## src/hdl/ctok_pkg.sv

```systemverilog
// Shared types and constants for the C subset tokenizer.
package ctok_pkg;

    // Token kind codes as seen on the result channel
    typedef enum logic [3:0] {
        KIND_LBRACE  = 4'd0,
        KIND_RBRACE  = 4'd1,
        KIND_LPAREN  = 4'd2,
        KIND_RPAREN  = 4'd3,
        KIND_SEMI    = 4'd4,
        KIND_RETURN  = 4'd5,
        KIND_IDENT   = 4'd6,
        KIND_INT     = 4'd7,
        KIND_LITERAL = 4'd8,
        KIND_NEG     = 4'd9,
        KIND_COMPL   = 4'd10,
        KIND_BANG    = 4'd11,
        KIND_UNKNOWN = 4'd12
    } kind_t;

    // Scanner mode, one-hot
    typedef enum logic [2:0] {
        MODE_IDLE = 3'b001,
        MODE_NUM  = 3'b010,
        MODE_WORD = 3'b100
    } mode_t;

    // One result token
    typedef struct packed {
        kind_t        token_kind;
        logic [31:0]  int_value;
        logic         value_overflow;
        logic [63:0]  ident_text;
        logic [7:0]   ident_length;
        logic         ident_too_long;
        logic         last_of_run;
    } token_t;

    // Up to two tokens written into the queue per accepted request
    typedef struct packed {
        logic   v0;
        logic   v1;
        token_t t0;
        token_t t1;
    } push_t;

    // Character codes
    localparam logic [7:0] CH_ZERO   = 8'h30;
    localparam logic [7:0] CH_NINE   = 8'h39;
    localparam logic [7:0] CH_UP_A   = 8'h41;
    localparam logic [7:0] CH_UP_Z   = 8'h5A;
    localparam logic [7:0] CH_LO_A   = 8'h61;
    localparam logic [7:0] CH_LO_Z   = 8'h7A;
    localparam logic [7:0] CH_TAB    = 8'h09;
    localparam logic [7:0] CH_CR     = 8'h0D;
    localparam logic [7:0] CH_SPACE  = 8'h20;
    localparam logic [7:0] CH_LBRACE = 8'h7B;
    localparam logic [7:0] CH_RBRACE = 8'h7D;
    localparam logic [7:0] CH_LPAREN = 8'h28;
    localparam logic [7:0] CH_RPAREN = 8'h29;
    localparam logic [7:0] CH_SEMI   = 8'h3B;
    localparam logic [7:0] CH_MINUS  = 8'h2D;
    localparam logic [7:0] CH_TILDE  = 8'h7E;
    localparam logic [7:0] CH_BANG   = 8'h21;

    // Keywords, packed first character in lowest byte
    localparam logic [63:0] KW_INT        = 64'h0000_0000_0074_6E69;
    localparam logic [63:0] KW_RETURN     = 64'h0000_6E72_7574_6572;
    localparam logic [7:0]  KW_INT_LEN    = 8'd3;
    localparam logic [7:0]  KW_RETURN_LEN = 8'd6;

    // Token queue geometry
    localparam int QDEPTH = 4;
    localparam int QPTR_W = 2;
    localparam int QCNT_W = 3;

endpackage

```

## src/hdl/ctok_front.sv

```systemverilog
// Front end: classifies characters, tracks the pending literal or word, builds tokens.
module ctok_front #(
    parameter int MAX_ID_CHARS = 8
) (
    input  logic                aclk,
    input  logic                aresetn,
    input  logic                accept,
    input  logic [7:0]          s_char_code,
    input  logic                s_end_of_input,
    output ctok_pkg::push_t     push
);

    ctok_pkg::mode_t mode_reg, mode_next;
    logic [31:0]     acc_reg, acc_next;
    logic            ovf_reg, ovf_next;
    logic [63:0]     buf_reg, buf_next;
    logic [7:0]      len_reg, len_next;

    logic            is_digit, is_letter, is_space, pend;
    logic [7:0]      digit_diff;
    logic [3:0]      digit;
    logic [35:0]     mac;
    logic [63:0]     buf_ins;
    logic [7:0]      len_inc;
    logic            take_num, take_word, emit_flush, emit_char;
    ctok_pkg::token_t flush_tok, char_tok;

    // Classify the incoming byte
    always_comb begin
        is_digit  = (s_char_code >= ctok_pkg::CH_ZERO) && (s_char_code <= ctok_pkg::CH_NINE);
        is_letter = ((s_char_code >= ctok_pkg::CH_UP_A) && (s_char_code <= ctok_pkg::CH_UP_Z))
                 || ((s_char_code >= ctok_pkg::CH_LO_A) && (s_char_code <= ctok_pkg::CH_LO_Z));
        is_space  = (s_char_code == ctok_pkg::CH_SPACE)
                 || ((s_char_code >= ctok_pkg::CH_TAB) && (s_char_code <= ctok_pkg::CH_CR));
        digit_diff = s_char_code - ctok_pkg::CH_ZERO;
        digit      = digit_diff[3:0];
    end

    // Multiply by ten as two shifts and add the new digit
    assign mac = {1'b0, acc_reg, 3'b000} + {3'b000, acc_reg, 1'b0} + {32'd0, digit};

    // Insert a letter at the current word position
    always_comb begin
        buf_ins = buf_reg;
        for (int i = 0; i < 8; i++) begin
            if ((i < MAX_ID_CHARS) && (len_reg == 8'(i))) begin
                buf_ins[8*i +: 8] = s_char_code;
            end
        end
        len_inc = (len_reg == 8'hFF) ? len_reg : len_reg + 8'd1;
    end

    // Build the token for the pending literal or word
    always_comb begin
        flush_tok = '0;
        pend      = 1'b0;
        unique case (mode_reg)
            ctok_pkg::MODE_IDLE: begin
                pend = 1'b0;
            end
            ctok_pkg::MODE_NUM: begin
                pend                     = 1'b1;
                flush_tok.token_kind     = ctok_pkg::KIND_LITERAL;
                flush_tok.int_value      = acc_reg;
                flush_tok.value_overflow = ovf_reg;
            end
            ctok_pkg::MODE_WORD: begin
                pend = 1'b1;
                if ((len_reg == ctok_pkg::KW_INT_LEN) && (buf_reg == ctok_pkg::KW_INT)) begin
                    flush_tok.token_kind = ctok_pkg::KIND_INT;
                end else if ((len_reg == ctok_pkg::KW_RETURN_LEN)
                          && (buf_reg == ctok_pkg::KW_RETURN)) begin
                    flush_tok.token_kind = ctok_pkg::KIND_RETURN;
                end else begin
                    flush_tok.token_kind     = ctok_pkg::KIND_IDENT;
                    flush_tok.ident_text     = buf_reg;
                    flush_tok.ident_length   = len_reg;
                    flush_tok.ident_too_long = (len_reg > 8'(MAX_ID_CHARS));
                end
            end
            default: begin
                pend = 1'b0;
            end
        endcase
    end

    // Decode single-character tokens
    always_comb begin
        char_tok = '0;
        unique case (s_char_code)
            ctok_pkg::CH_LBRACE: char_tok.token_kind = ctok_pkg::KIND_LBRACE;
            ctok_pkg::CH_RBRACE: char_tok.token_kind = ctok_pkg::KIND_RBRACE;
            ctok_pkg::CH_LPAREN: char_tok.token_kind = ctok_pkg::KIND_LPAREN;
            ctok_pkg::CH_RPAREN: char_tok.token_kind = ctok_pkg::KIND_RPAREN;
            ctok_pkg::CH_SEMI:   char_tok.token_kind = ctok_pkg::KIND_SEMI;
            ctok_pkg::CH_MINUS:  char_tok.token_kind = ctok_pkg::KIND_NEG;
            ctok_pkg::CH_TILDE:  char_tok.token_kind = ctok_pkg::KIND_COMPL;
            ctok_pkg::CH_BANG:   char_tok.token_kind = ctok_pkg::KIND_BANG;
            default:             char_tok.token_kind = ctok_pkg::KIND_UNKNOWN;
        endcase
        char_tok.last_of_run = 1'b1;
    end

    // Decide what this request does
    always_comb begin
        take_num   = !s_end_of_input && (mode_reg == ctok_pkg::MODE_NUM) && is_digit;
        take_word  = !s_end_of_input && (mode_reg == ctok_pkg::MODE_WORD) && is_letter;
        emit_flush = pend && !take_num && !take_word;
        emit_char  = !s_end_of_input && !is_digit && !is_letter && !is_space;
    end

    // Queue writes: the flushed token first, then the character token
    always_comb begin
        push    = '0;
        push.v0 = accept && (emit_flush || emit_char);
        push.v1 = accept && emit_flush && emit_char;
        push.t0 = emit_flush ? flush_tok : char_tok;
        push.t0.last_of_run = !(emit_flush && emit_char);
        push.t1 = char_tok;
    end

    // Next scanner state
    always_comb begin
        mode_next = mode_reg;
        acc_next  = acc_reg;
        ovf_next  = ovf_reg;
        buf_next  = buf_reg;
        len_next  = len_reg;
        if (accept) begin
            if (take_num) begin
                acc_next = mac[31:0];
                ovf_next = ovf_reg | (|mac[35:32]);
            end else if (take_word) begin
                buf_next = buf_ins;
                len_next = len_inc;
            end else begin
                mode_next = ctok_pkg::MODE_IDLE;
                acc_next  = '0;
                ovf_next  = 1'b0;
                buf_next  = '0;
                len_next  = '0;
                if (!s_end_of_input && is_digit) begin
                    mode_next = ctok_pkg::MODE_NUM;
                    acc_next  = {28'd0, digit};
                end else if (!s_end_of_input && is_letter) begin
                    mode_next = ctok_pkg::MODE_WORD;
                    buf_next  = {56'd0, s_char_code};
                    len_next  = 8'd1;
                end
            end
        end
    end

    // Hold scanner state
    always_ff @(posedge aclk) begin
        if (!aresetn) begin
            mode_reg <= ctok_pkg::MODE_IDLE;
            acc_reg  <= '0;
            ovf_reg  <= 1'b0;
            buf_reg  <= '0;
            len_reg  <= '0;
        end else begin
            mode_reg <= mode_next;
            acc_reg  <= acc_next;
            ovf_reg  <= ovf_next;
            buf_reg  <= buf_next;
            len_reg  <= len_next;
        end
    end

endmodule

```

## src/hdl/ctok_token_queue.sv

```systemverilog
// Token queue between front and back: two writes and one read per cycle.
module ctok_token_queue (
    input  logic               aclk,
    input  logic               aresetn,
    input  ctok_pkg::push_t    push,
    input  logic               pop,
    output logic               q_valid,
    output ctok_pkg::token_t   q_data,
    output logic               can_take
);

    ctok_pkg::token_t                entries_reg [ctok_pkg::QDEPTH];
    logic [ctok_pkg::QPTR_W-1:0]     wptr_reg, wptr_next;
    logic [ctok_pkg::QPTR_W-1:0]     rptr_reg, rptr_next;
    logic [ctok_pkg::QCNT_W-1:0]     count_reg, count_next;
    logic [ctok_pkg::QPTR_W-1:0]     wptr_plus1;
    logic [ctok_pkg::QCNT_W-1:0]     n_push;

    assign q_valid    = (count_reg != '0);
    assign q_data     = entries_reg[rptr_reg];
    assign can_take   = (count_reg <= ctok_pkg::QCNT_W'(ctok_pkg::QDEPTH - 2));
    assign wptr_plus1 = wptr_reg + ctok_pkg::QPTR_W'(1);

    // Advance pointers and fill count
    always_comb begin
        n_push     = ctok_pkg::QCNT_W'(push.v0) + ctok_pkg::QCNT_W'(push.v1);
        wptr_next  = wptr_reg + n_push[ctok_pkg::QPTR_W-1:0];
        rptr_next  = rptr_reg + ctok_pkg::QPTR_W'(pop);
        count_next = count_reg + n_push - ctok_pkg::QCNT_W'(pop);
    end

    always_ff @(posedge aclk) begin
        if (!aresetn) begin
            wptr_reg  <= '0;
            rptr_reg  <= '0;
            count_reg <= '0;
        end else begin
            wptr_reg  <= wptr_next;
            rptr_reg  <= rptr_next;
            count_reg <= count_next;
        end
    end

    // Store tokens
    always_ff @(posedge aclk) begin
        if (push.v0) begin
            entries_reg[wptr_reg] <= push.t0;
        end
        if (push.v1) begin
            entries_reg[wptr_plus1] <= push.t1;
        end
    end

    a_count_bound: assert property (@(posedge aclk) disable iff (!aresetn)
        count_reg <= ctok_pkg::QCNT_W'(ctok_pkg::QDEPTH))
        else $error("token queue count out of range");

    a_no_overrun: assert property (@(posedge aclk) disable iff (!aresetn)
        push.v0 |-> count_reg <= ctok_pkg::QCNT_W'(ctok_pkg::QDEPTH - 2))
        else $error("token queue written without room");

    a_second_needs_first: assert property (@(posedge aclk) disable iff (!aresetn)
        push.v1 |-> push.v0)
        else $error("second token written without first");

    a_last_single: assert property (@(posedge aclk) disable iff (!aresetn)
        (push.v0 && !push.v1) |-> push.t0.last_of_run)
        else $error("single token not marked last");

    a_last_pair: assert property (@(posedge aclk) disable iff (!aresetn)
        push.v1 |-> (!push.t0.last_of_run && push.t1.last_of_run))
        else $error("token pair marked wrong");

    a_no_underrun: assert property (@(posedge aclk) disable iff (!aresetn)
        pop |-> q_valid)
        else $error("token queue read while empty");

endmodule

```

## src/hdl/ctok_out_stage.sv

```systemverilog
// Back end: output register that presents one token at a time to the receiver.
module ctok_out_stage (
    input  logic               aclk,
    input  logic               aresetn,
    input  logic               q_valid,
    input  ctok_pkg::token_t   q_data,
    output logic               pop,
    output logic               m_valid,
    input  logic               m_ready,
    output ctok_pkg::token_t   out_tok
);

    logic             valid_reg;
    ctok_pkg::token_t tok_reg;

    // Load when empty or the current token leaves
    assign pop     = q_valid && (!valid_reg || m_ready);
    assign m_valid = valid_reg;
    assign out_tok = tok_reg;

    always_ff @(posedge aclk) begin
        if (!aresetn) begin
            valid_reg <= 1'b0;
        end else if (pop) begin
            valid_reg <= 1'b1;
        end else if (m_ready) begin
            valid_reg <= 1'b0;
        end
    end

    // Hold token payload
    always_ff @(posedge aclk) begin
        if (pop) begin
            tok_reg <= q_data;
        end
    end

endmodule

```

## src/hdl/c_subset_tokenizer.sv

```systemverilog
// Top level of the C subset tokenizer: front end, token queue and output stage.
//
// Usage: the s_ channel carries one source byte per request (s_char_code), or an
// end-of-input mark (s_end_of_input = 1) that flushes a pending literal or word.
// The m_ channel carries tokens; one request yields zero, one or two tokens,
// and m_last_of_run marks the final token caused by a request.
// Throughput: one request per cycle while s_ready is high, and one token per
// cycle on the output while m_ready is high; the rate is set by the single
// output register draining the token queue. A request's two tokens leave in turn.
// A token is written into the token queue at the edge that takes its request,
// then loaded into the output register once that register is free, which
// raises m_valid.
// s_ready is high while the four-entry token queue has room for two tokens,
// so a stalled receiver fills the queue and then stops input; nothing is lost.
// Reset (aresetn low, synchronous) empties the queue and output register and
// returns the scanner to idle with no pending literal or word.
// MAX_ID_CHARS (6 to 8) sets how many identifier characters are kept.
module c_subset_tokenizer #(
    parameter int MAX_ID_CHARS = 8
) (
    input  logic        aclk,
    input  logic        aresetn,
    input  logic        s_valid,
    output logic        s_ready,
    input  logic [7:0]  s_char_code,
    input  logic        s_end_of_input,
    output logic        m_valid,
    input  logic        m_ready,
    output logic [3:0]  m_token_kind,
    output logic [31:0] m_int_value,
    output logic        m_value_overflow,
    output logic [63:0] m_ident_text,
    output logic [7:0]  m_ident_length,
    output logic        m_ident_too_long,
    output logic        m_last_of_run
);

    ctok_pkg::push_t  push;
    ctok_pkg::token_t q_data;
    ctok_pkg::token_t out_tok;
    logic             q_valid, pop, can_take, accept;

    assign s_ready = can_take;
    assign accept  = s_valid && can_take;

    ctok_front #(
        .MAX_ID_CHARS (MAX_ID_CHARS)
    ) u_front (
        .aclk           (aclk),
        .aresetn        (aresetn),
        .accept         (accept),
        .s_char_code    (s_char_code),
        .s_end_of_input (s_end_of_input),
        .push           (push)
    );

    ctok_token_queue u_queue (
        .aclk     (aclk),
        .aresetn  (aresetn),
        .push     (push),
        .pop      (pop),
        .q_valid  (q_valid),
        .q_data   (q_data),
        .can_take (can_take)
    );

    ctok_out_stage u_out (
        .aclk    (aclk),
        .aresetn (aresetn),
        .q_valid (q_valid),
        .q_data  (q_data),
        .pop     (pop),
        .m_valid (m_valid),
        .m_ready (m_ready),
        .out_tok (out_tok)
    );

    // Split the token onto result ports
    assign m_token_kind     = out_tok.token_kind;
    assign m_int_value      = out_tok.int_value;
    assign m_value_overflow = out_tok.value_overflow;
    assign m_ident_text     = out_tok.ident_text;
    assign m_ident_length   = out_tok.ident_length;
    assign m_ident_too_long = out_tok.ident_too_long;
    assign m_last_of_run    = out_tok.last_of_run;

endmodule

```

## config.mk

```make
export PLATFORM = sky130hd
export DESIGN_NAME = c_subset_tokenizer
export DESIGN_NICKNAME = d
export VERILOG_FILES = /design/src/hdl/ctok_pkg.sv /design/src/hdl/ctok_front.sv /design/src/hdl/ctok_token_queue.sv /design/src/hdl/ctok_out_stage.sv /design/src/hdl/c_subset_tokenizer.sv
export SDC_FILE = /design/constraint.sdc
export NUM_CORES = 1
export LEC_CHECK = 0
export ABC_AREA = 0
export BUFFER_PORTS_ARGS = -buffer_cell sky130_fd_sc_hd__clkbuf_2
export CAP_MARGIN = 20
export CORE_ASPECT_RATIO = 0.9
export CORE_UTILIZATION = 55
export CTS_CLUSTER_DIAMETER = 200
export DETAILED_ROUTE_END_ITERATION = 8
export PLACE_DENSITY = 0.83
export SETUP_SLACK_MARGIN = 0.3
export SLEW_MARGIN = 30
export SYNTH_ARGS = -nofsm -noshare
export SYNTH_HDL_FRONTEND = slang
export SYNTH_SLANG_ARGS = --single-unit
```

## constraint.sdc

```tcl
create_clock -name aclk -period 7.93 [get_ports aclk]
set_clock_uncertainty 0.15 [all_clocks]
set_input_delay 0.793 -clock aclk [delete_from_list [all_inputs] [get_ports aclk]]
set_output_delay 0.793 -clock aclk [all_outputs]
set_load 0.03 [all_outputs]
```

==> metrics.md <==
| Metric | Value |
|---|---|
| Status | finished clean |
| Yosys warning total | 0 |
| Crit path DAT | 4.80 ns |
| Worst Setup EP | u_queue.entries_reg[2][95] |
| H-tree lvl count | 3 |
| Multi-input gate area | between 10000 and 15000 sq um |
| WL final | 78.07 mm |
| Core ar. | 51990 sq um |
| FILL cells | 4125 |
| Post-synth top cells | 544 x dfxtp_1, 508 x a21oi_1, 414 x nand2_1, 320 x nand3_1, 302 x nor2_1 |
| Synth Instances | 3070 |
| Seq. cell area | 14710 sq um |
| # DRC | 0 |
| Max_slew headroom | 0.3573 |
| Clk pin slew, worst setup/hold paths | 0.06 ns |
| Worst min-delay path category | reg2reg |
| Initial antenna violation count | 7 |
| Tmin final | 4.506 ns |
| Setup_tns | 0 ns |
| Max Clock Freq | 221.9 MHz |
| Post-Syn Nets | 3159 |
| Top post-synthesis cells by area | dfxtp_1 37%, edfxtp_1 13%, a21oi_1 8.7% |
| Area added between synthesis and finish | 9.552% |
| First-pass DRT Iterations | 6 |
| Vias in the first global route | approximately 23000 |
| Worst Tran Pin Value | around 0.96 ns |
| Peak VDD IR | 0.3221 mV |
| Number of synthesized flops with an enable pin | about 130 |
| Top-area cell type share of the netlist area | 0.3740 |
| Total GRT Usage | 0.2858 |
| TritonCTS clock tree | built |
| I/O pin cnt | between 100 and 150 |
| Post CTS Setup Buffer Count | 0 |
| Post-DRT Antenna Nets | 0 |
| Crit. Startpoint | s_char_code[2] |
| Avg Vias per Cell | ~6.3 |
| Worst R2R Path Depth | 7 |
| Synth Cell Area | 29120 sq um |
| Gpl congestion | 0.8635 |
| Chip width | 244.5 um |
| Critical R2R Launch | u_front.mode_reg[2] |
| Yosys reg bits | 671 |
| Row count | 79 |
| Worst EP required | 8.23 ns |
| Via count | 23880 |
| Dpl hpwl | 46.15 mm |
| CTS Buffer Depth | 3 |
| Reg2reg setup slack | between 3 and 4 ns |
| Critical R2R Capture | u_queue.entries_reg[1][93] |
| Most common cell in the netlist | dfxtp_1 |
| Die height | 220.3 um |
| CTS resizes | 0 |
| First-pass GRT wire length | 122.7 mm |
| Max Cap Violations | 0 |
| Power Density | 275.5 nW/um^2 |
| Primary FF master, synth | dfxtp_1 |
| Crit-path max FO | 79 |
| Clk sinks | ~670 |
| Max reg flops | ~440 |
| Post-layout utilization of the core | 0.6135 |
| Static Leak | 11.63 nW |
| Syn avg cell area | 9.485 sq um |
| RSZ-0062 raised after global routing | false |
| Pin count of the biggest net entering global routing | 175 |
| Wire per inst | 20.60 um |
| Fraction of layout cells with a size suffix above 1 | 0.1245 |
| Die ar. | 53870 sq um |
| Final Hold Vio Count | 0 |
| Final Cycle Share | 0.5682 |
| Final nets | between 3000 and 4000 |
| Latest clock arrival within the worst-skew pair | just over 0.6 ns |
| Synth async-reset ratio | 0 |
| Leading area contributor after synthesis | dfxtp_1 |
| Count of pins over their slew limit | 0 |
| WHS | approximately 0.3 ns |
| Clock Tree Root | clkbuf_16 |
| CP startpoint kind | primary input |
| Final setup violation count | 0 |
| TritonCTS buffer count | 67 |
| Distinct cells, synth | 65 |
| GRT overflow | 0 |
| Starting density of the core | 0.5600 |
| Post-CTS Hold Buffers | 0 |
| # port buffers | around 130 |
| Initial drt markers | 3074 |
| Seq/Total Area, Yosys | 0.5050 |
| Crit. End Element | flip-flop |
| Crit Path Class | in2reg |
worst min-delay path by stage:
stage,end,slack [ns],start,cells after the start
floorplan,u_queue.entries_reg[2][1],0.28,u_queue.entries_reg[2][1],2
global placement,u_queue.entries_reg[1][47],0.29,u_queue.entries_reg[1][47],2
detailed placement,u_queue.entries_reg[3][5],0.29,u_queue.entries_reg[3][5],2
CTS,u_queue.entries_reg[3][5],0.30,u_queue.entries_reg[3][5],2
global route,u_queue.entries_reg[2][68],0.32,u_queue.entries_reg[2][68],2
finish,u_queue.entries_reg[2][37],0.30,u_queue.entries_reg[2][37],2
power by group:
part	internal, mW	leakage, nW	switching (mW)
clock network	1.77	1.05	1.34
logic	0.442	4.91	1.20
registers	3.85	5.67	0.197
metrics by stage:
stage	setup WS [ns]	cells	power (mW)	cell area (sq um)
finish	3.424	3790	8.790	31900
global route	3.260	3788	9.061	31890
CTS	3.574	3787	8.798	31870
detailed placement	3.029	3664	5.745	29730
global placement	3.081	3664	5.724	29710
floorplan	2.174	3070	5.264	29120
worst max-delay path: stages:
cell and delay [ns]:
clkbuf_2 0.34, or2_2 0.42, a211oi_1 0.59, nand2_1 0.27
o21ai_2 0.18, a21oi_4 0.17, nand2_4 0.69, buf_4 0.86
nor2_1 0.14, a21oi_1 0.21, nor2_1 0.07
per-layer routing:
metal	share of wire	vias up	GRT usage	wire length [um]
met5	0.00086	-	0	67
met4	0.025	12	0.09646	1989
met3	0.12	180	0.06355	9111
met2	0.46	1364	0.4552	35800
met1	0.40	11470	0.3867	31100
li1	-	10850	-	-
cells in the final DEF (no fill, tap or decap), types with 9 or more instances in the layout:
master,n
dfxtp_1,542
a21oi_1,507
nand2_1,410
nand3_1,319
nor2_1,301
edfxtp_1,127
clkbuf_2,125
mux4_2,111
ha_1,73
clkbuf_16,72
nor2b_1,65
a22oi_1,55
o21ai_0,32
clkbuf_1,24
inv_1,21
buf_4,21
a21boi_0,20
xor2_1,20
xnor2_1,18
nand4_1,18
and2_1,14
and3_1,13
o21a_1,12
nor4_1,10
o22ai_1,9
a21o_1,9
area by class of cell:
cell class,instances,share of cell area
Clock inverter,21,0.005021
Clock buffer,102,0.06189
Inverter,21,0.002471
Sequential cell,671,0.4612
Multi-Input combinational cell,2134,0.4154
Tap cell,688,0.02699
Antenna cell,2,0.0001569
Timing Repair Buffer,151,0.02687
logic make-up (layout without fill, tap and decap cells):
| group | Yosys count | count (layout) | synth area share |
|---|---|---|---|
| AO/OA/AOI/OAI | 701 | 701 | 0.1354 |
| XOR/XNOR | 38 | 38 | 0.01143 |
| adder cells (fa/ha/maj) | 76 | 76 | 0.03343 |
| buffers and inverters | 265 | 295 | 0.04310 |
| flip-flops | 671 | 671 | 0.5050 |
| multiplexers | 111 | 111 | 0.08585 |
| other | 0 | 2 | 0 |
| AND/OR/NAND/NOR | 1208 | 1208 | 0.1858 |
(Power assumes the default switching activity.)
